File: src/hw/rtl/efpa_pkg.sv
`default_nettype none
// ----------------------------------------------------------------------------
// efpa_pkg: shared types and constants of the encoder frame parser
// Frame bytes, position/angle widths and the frame record passed to the top.
// ----------------------------------------------------------------------------
package efpa_pkg;

  localparam int unsigned ByteW  = 8;
  localparam int unsigned PosW   = 17;
  localparam int unsigned AngleW = 25;

  localparam logic [ByteW-1:0] HdrFirst  = 8'hA5;
  localparam logic [ByteW-1:0] HdrSecond = 8'h5A;

  // 2^17 - 1 counts per revolution; half scale splits positive and negative
  localparam logic [PosW-1:0] FullScale = 17'h1FFFF;
  localparam logic [PosW-1:0] HalfScale = 17'h10000;

  typedef logic [PosW-1:0]          pos_t;
  typedef logic signed [AngleW-1:0] angle_t;

  typedef struct packed {
    logic valid;     // frame completed by this transaction
    pos_t position;
    logic check_ok;
  } frame_t;

endpackage
`default_nettype wire

File: src/hw/rtl/efpa_parser.sv
`default_nettype none
// ----------------------------------------------------------------------------
// efpa_parser: byte-level frame state machine
// Hunts for the header pair, collects position bytes and checks the XOR byte.
// ----------------------------------------------------------------------------
module efpa_parser (
  input  wire logic                      clk,
  input  wire logic                      rst_n,
  input  wire logic                      byte_fire,
  input  wire logic [efpa_pkg::ByteW-1:0] rx_byte,
  output efpa_pkg::frame_t               frame,
  output logic                           at_check
);
  import efpa_pkg::*;

  localparam logic [2:0] PhHunt  = 3'd0;
  localparam logic [2:0] PhHdr2  = 3'd1;
  localparam logic [2:0] PhData1 = 3'd2;
  localparam logic [2:0] PhData2 = 3'd3;
  localparam logic [2:0] PhData3 = 3'd4;
  localparam logic [2:0] PhCheck = 3'd5;

  logic [2:0]       phase_r, phase_nxt;
  logic [ByteW-1:0] xor_r, xor_nxt;
  pos_t             shift_r, shift_nxt;

  always_comb begin
    phase_nxt = phase_r;
    xor_nxt   = xor_r;
    shift_nxt = shift_r;
    if (byte_fire) begin
      case (phase_r)
        PhHdr2: begin
          if (rx_byte == HdrSecond) begin
            xor_nxt   = HdrFirst ^ HdrSecond;
            shift_nxt = '0;
            phase_nxt = PhData1;
          end else if (rx_byte != HdrFirst) begin
            phase_nxt = PhHunt;
          end
        end
        PhData1: begin
          xor_nxt   = xor_r ^ rx_byte;
          shift_nxt = {{(PosW-1){1'b0}}, rx_byte[0]};
          phase_nxt = PhData2;
        end
        PhData2, PhData3: begin
          xor_nxt   = xor_r ^ rx_byte;
          shift_nxt = {shift_r[PosW-ByteW-1:0], rx_byte};
          phase_nxt = phase_r + 3'd1;
        end
        PhCheck: begin
          xor_nxt   = '0;
          phase_nxt = PhHunt;
        end
        default: begin
          // hunting, unused codes included
          phase_nxt = (rx_byte == HdrFirst) ? PhHdr2 : PhHunt;
        end
      endcase
    end
  end

  always_ff @(posedge clk) begin
    if (!rst_n) begin
      phase_r <= PhHunt;
      xor_r   <= '0;
      shift_r <= '0;
    end else begin
      phase_r <= phase_nxt;
      xor_r   <= xor_nxt;
      shift_r <= shift_nxt;
    end
  end

  assign at_check       = (phase_r == PhCheck);
  assign frame.valid    = byte_fire && at_check;
  assign frame.position = shift_r;
  assign frame.check_ok = (rx_byte == xor_r);

endmodule
`default_nettype wire

File: src/hw/rtl/efpa_angle.sv
`default_nettype none
// ----------------------------------------------------------------------------
// efpa_angle: position to signed Q9.16 degrees
// angle = num*360*2^16 / (2^17-1), truncated toward zero, no divider needed.
// ----------------------------------------------------------------------------
module efpa_angle (
  input  wire efpa_pkg::pos_t position,
  output efpa_pkg::angle_t    angle
);
  import efpa_pkg::*;

  logic             neg;
  pos_t             mag;
  logic [24:0]      prod;   // mag*360 < 2^25
  logic [7:0]       hi;
  logic [PosW:0]    sum;
  logic             wrap;
  logic [7:0]       quo;
  pos_t             rem;
  logic [23:0]      q;

  always_comb begin
    if (position < HalfScale) begin
      neg = 1'b0;
      mag = position;
    end else begin
      neg = 1'b1;
      mag = FullScale - position;
    end
    // 360 = 256 + 64 + 32 + 8
    prod = {mag, 8'b0} + {2'b0, mag, 6'b0} + {3'b0, mag, 5'b0} + {5'b0, mag, 3'b0};
    // prod = hi*2^17 + lo = hi*D + (hi + lo) with D = 2^17-1
    hi   = prod[24:17];
    sum  = {1'b0, prod[16:0]} + {10'b0, hi};
    wrap = (sum >= {1'b0, FullScale});
    quo  = hi + {7'b0, wrap};
    rem  = wrap ? PosW'(sum - {1'b0, FullScale}) : sum[PosW-1:0];
    // floor(rem*2^16/D) equals rem>>1 for rem < D
    q    = {quo, rem[PosW-1:1]};
  end

  assign angle = neg ? -$signed({1'b0, q}) : $signed({1'b0, q});

endmodule
`default_nettype wire

File: src/hw/rtl/encoder_frame_parser_angle.sv
`default_nettype none
// ----------------------------------------------------------------------------
// encoder_frame_parser_angle: serial encoder frame parser with angle output
// Input channel: one byte per transaction (in_valid / in_stall, in_rx_byte).
// Frame: A5 5A d1 d2 d3 chk, chk = XOR of the five bytes before it; a
// repeated A5 before 5A is tolerated. Position = {d1[0], d2, d3}.
// Result channel: one transaction per completed frame carrying out_position,
// out_angle_q16 (signed degrees, Q9.16, truncated toward zero; 0 on a bad
// check) and out_check_ok.
// Latency: the result is valid the cycle after the check byte is taken.
// Throughput: one byte per cycle while in_stall is low; the parser state machine and the angle
// logic sit between the parser registers and the result register.
// Stall: a stalled result holds in the output register; the input keeps
// taking header and data bytes and stalls only on a check byte while the
// output register is full and stalled.
// Reset (rst_n low, synchronous): parser hunts for the header, output empty.
// ----------------------------------------------------------------------------
module encoder_frame_parser_angle (
  input  wire logic                       clk,
  input  wire logic                       rst_n,
  input  wire logic                       in_valid,
  output logic                            in_stall,
  input  wire logic [efpa_pkg::ByteW-1:0] in_rx_byte,
  output logic                            out_valid,
  input  wire logic                       out_stall,
  output logic [efpa_pkg::PosW-1:0]       out_position,
  output logic signed [efpa_pkg::AngleW-1:0] out_angle_q16,
  output logic                            out_check_ok
);
  import efpa_pkg::*;

  frame_t frame;
  logic   at_check;
  angle_t angle;

  logic   out_valid_r;
  pos_t   pos_r;
  angle_t angle_r;
  logic   ok_r;

  assign in_stall = at_check && out_valid_r && out_stall;

  efpa_parser u_parser (
    .clk       (clk),
    .rst_n     (rst_n),
    .byte_fire (in_valid && !in_stall),
    .rx_byte   (in_rx_byte),
    .frame     (frame),
    .at_check  (at_check)
  );

  efpa_angle u_angle (
    .position (frame.position),
    .angle    (angle)
  );

  always_ff @(posedge clk) begin
    if (!rst_n) begin
      out_valid_r <= 1'b0;
    end else if (frame.valid) begin
      out_valid_r <= 1'b1;
    end else if (!out_stall) begin
      out_valid_r <= 1'b0;
    end
  end

  always_ff @(posedge clk) begin
    if (frame.valid) begin
      pos_r   <= frame.position;
      angle_r <= frame.check_ok ? angle : '0;
      ok_r    <= frame.check_ok;
    end
  end

  assign out_valid     = out_valid_r;
  assign out_position  = pos_r;
  assign out_angle_q16 = angle_r;
  assign out_check_ok  = ok_r;

endmodule
`default_nettype wire

File: config.mk
export PLATFORM = sky130hd
export DESIGN_NAME = encoder_frame_parser_angle
export DESIGN_NICKNAME = d
export VERILOG_FILES = /design/src/hw/rtl/efpa_pkg.sv /design/src/hw/rtl/efpa_parser.sv /design/src/hw/rtl/efpa_angle.sv /design/src/hw/rtl/encoder_frame_parser_angle.sv
export SDC_FILE = /design/constraint.sdc
export NUM_CORES = 1
export LEC_CHECK = 0
export BUFFER_PORTS_ARGS = -buffer_cell sky130_fd_sc_hd__buf_2
export CAP_MARGIN = 20
export CORE_ASPECT_RATIO = 1.75
export CORE_UTILIZATION = 36
export DETAILED_ROUTE_END_ITERATION = 10
export SYNTH_ARGS = -nofsm -noshare
export SYNTH_HDL_FRONTEND = slang
export SYNTH_HIERARCHICAL = 1
export SYNTH_SLANG_ARGS = --single-unit
File: constraint.sdc
create_clock -name clk -period 9.65 [get_ports clk]
set_clock_uncertainty 0.2 [all_clocks]
set_input_delay 1.4475 -clock clk [delete_from_list [all_inputs] [get_ports clk]]
set_output_delay 1.4475 -clock clk [all_outputs]
set_load 0.005 [all_outputs]
==> run summary <==
Initial antenna violation count: 0
CP arrival: 8990 ps
RR Startpoint: u_parser/shift_r[16]$_SDFFE_PN0P_
Largest net degree at the start of global routing: 45
Clock buffer depth: 2
Synthesized flop and latch total: 72
First-pass GRT wire length: 32100 um
Fraction of layout cells with a size suffix above 1: 18.8%
Hold_sp: u_parser/xor_r[1]$_SDFFE_PN0P_
Synthesized area: 7410 um^2
Hold path endpoint: u_parser/xor_r[1]$_SDFFE_PN0P_
Layout area overhead: 11.7%
Starting Density: 36.5%
Antenna Cells: 0
Mapped Nets: 893
YS warnings: 6
Post-synthesis cell count: 823
Routed Antenna Nets: 0
Worst rel slew slack: 31.8%
Max Freq: 110 MHz
Fin. Hold Viols: 0
Reg2Reg Capture Point: out_angle_q16[22]$_SDFFCE_PN0P_
CP peak stage delay: 550 ps
DRT iter0 DRCs: 246
Hold-fix buffers, CTS: 0
Vias in the first global route: 6382
PD cells: 88.9 nW/um^2
Fin crit share: 94.2%
Site Rows: 69
Wirelength, routed: 20600 um
Die Y: 192 um
Post-route DRC violation count: 0
Port Buffers: 56
Worst Setup End Kind: flip-flop
Clock sink count: 72
Gr ovfl total: 0
CP Launch Type: flip-flop
Hold Crit Class: reg -> reg
Synth cell types: 99
Fin crit period: 9090 ps
Final worst slack: 563 ps
Syn avg cell area: 9.01 um^2
Reg clk slew, reported paths: 60 ps
Core area: 20300 um^2
Setup_tns: 0 ps
Lkg Pwr: 3.37 nW
EDFF count, synth: 43
Die area: 21200 um^2
Slowest cell on crit path: or4_4
GPL Wtd Cong: 0.899
Wirelength per Cell: 18.5 um
Nets: 934
Total CTS buffers: 9
Worst Reg-to-Reg Cells: 37
CTS tree: done
H-tree Lvls: 3
Max cap viols: 0
Slew @ Worst Pin: 1020 ps
Required time worst endpoint: 9550 ps
Die Width: 110 um
Ys async rst share: 0%
FF-to-FF setup slack: 560 ps
Highest-count cells in the layout ignoring fill and taps: xnor2_1 (63), buf_2 (56), nand2_1 (53)
Post-DP HPWL: 16400 um
# setup viols final: 0
Place WS: -26.0 ps
DRT Pass-1 Iters: 5
Sequential area share after synthesis: 25.2%
Clk_lat worst skew: 350 ps
Via density: 5.78
All-layer global routing usage: 19.4%
Status: finished, final reports clean
Slew Limit Fails: 0
Worst Path Max Fanout: 13
I/O pin cnt: 57
Worst vdd ir: 0.0000741 V
Via count: 6454
Top FF cell, synth: edfxtp_1
Root buffer cell: clkbuf_16
Most common cell after layout, fill and taps aside: xnor2_1
Hold depth: 2
WS Path Type: reg -> reg
## registers in the layout, indices dropped and copies added (netlist names)
| register | flops |
|---|---|
| out_position | 17 |
| u_parser/xor_r | 8 |
| out_valid | 1 |
| u_parser/shift_r | 17 |
| u_parser/phase_r | 3 |
| out_check_ok | 1 |
| out_angle_q16 | 25 |
## Yosys cell counts, types with 11 or more instances
cell type | number | area (um^2)
nand2_1 | 53 | 199
ha_1 | 41 | 513
a21oi_1 | 30 | 150
dfxtp_1 | 29 | 581
xnor2_1 | 64 | 561
nor2_1 | 36 | 135
fa_1 | 17 | 340
inv_1 | 48 | 180
or3_1 | 13 | 81.3
a21o_1 | 11 | 82.6
buf_2 | 12 | 60.1
clkbuf_1 | 20 | 75.1
nor3_1 | 29 | 145
nand3_1 | 34 | 170
and2_1 | 21 | 131
o21ai_0 | 15 | 75.1
xor2_1 | 29 | 254
and2_2 | 20 | 150
nand4_1 | 14 | 87.6
edfxtp_1 | 43 | 1290
and3_1 | 12 | 75.1
mux2i_1 | 17 | 170
o31ai_1 | 14 | 105
## cell families (layout without fill, tap and decap cells)
| family | count (synthesis) | in the layout | share of synthesized area [%] |
|---|---|---|---|
| adder cells (fa/ha/maj) | 64 | 64 | 12.3 |
| buffers and inverters | 94 | 140 | 5.87 |
| flip-flops | 72 | 72 | 25.2 |
| multiplexers | 18 | 18 | 2.45 |
| AND/OR/NAND/NOR | 293 | 293 | 22.8 |
| AO/OA/AOI/OAI | 188 | 188 | 20.0 |
| XOR/XNOR | 94 | 94 | 11.3 |
## critical path: cells and delay by family (launching register included)
kind                       cells  cell delay, ps
and+or+nand+nor               10            2320
adders and majority gates      5            1830
xor gates and xnor gates       2             260
DFF                            1             490
AOI/OAI and AO/OA             15            3180
buffers and inverters          5             540
## final cells by class
type | count | area [um^2]
fill | 2028 | 12000
multi-input combinational | 657 | 5190
sequential | 72 | 1880
timing repair buffer | 76 | 434
tap | 248 | 310
clock buffer | 10 | 250
inverter | 48 | 180
clock inverter | 6 | 41.3
## per-layer routing
layer | up-vias | global-route usage (%) | share of wire [%]
li1 | 3122 | - | -
met3 | 67 | 2.65 | 3.0
met4 | 0 | 14.1 | 6.7
met1 | 3081 | 17.9 | 35
met5 | - | 0 | 0
met2 | 184 | 38.3 | 55
## power by group
group / switching, mW / internal (mW)
Sequential: 0.00411 / 0.326
Clock: 0.141 / 0.190
Combinational: 0.0469 / 0.0286
Total: 0.192 / 0.544
## timing repair
| action | in CTS | in global routing |
|---|---|---|
| pin swaps | 0 | 0 |
| setup endpoints to repair | 1 | 9 |
| resized for setup | 1 | 19 |
| buffers inserted | 0 | 1 |
## through the flow
| stage | instance area, um^2 | total power, mW | instances | utilization [%] | hold WS, ps |
|---|---|---|---|---|---|
| 2_1_floorplan | 7410 | 0.394 | 823 | - | 228 |
| 3_3_place_gp | 7900 | 0.411 | 1100 | 38.9 | 280 |
| 3_5_place_dp | 7900 | 0.412 | 1100 | 38.9 | 277 |
| 4_1_cts | 8190 | 0.743 | 1116 | 40.4 | 297 |
| 5_1_grt | 8280 | 0.760 | 1117 | 40.8 | 310 |
| 6_report | 8280 | 0.736 | 1117 | 40.8 | 294 |
## worst max-delay path by stage
stage | startpoint | to | slack, ps | cells after the start
2_1_floorplan | u_parser/shift_r[16]$_SDFFE_PN0P_ | out_angle_q16[22]$_SDFFCE_PN0P_ | 240 | 37
3_3_place_gp | u_parser/shift_r[16]$_SDFFE_PN0P_ | out_angle_q16[22]$_SDFFCE_PN0P_ | 350 | 35
3_5_place_dp | u_parser/shift_r[16]$_SDFFE_PN0P_ | out_angle_q16[22]$_SDFFCE_PN0P_ | -30 | 37
6_report | u_parser/shift_r[16]$_SDFFE_PN0P_ | out_angle_q16[22]$_SDFFCE_PN0P_ | 560 | 37
5_1_grt | u_parser/shift_r[16]$_SDFFE_PN0P_ | out_angle_q16[22]$_SDFFCE_PN0P_ | -20 | 37
4_1_cts | u_parser/shift_r[0]$_SDFFE_PN0P_ | out_angle_q16[22]$_SDFFCE_PN0P_ | 90 | 35
No activity file was read; power rests on OpenSTA's default activity.
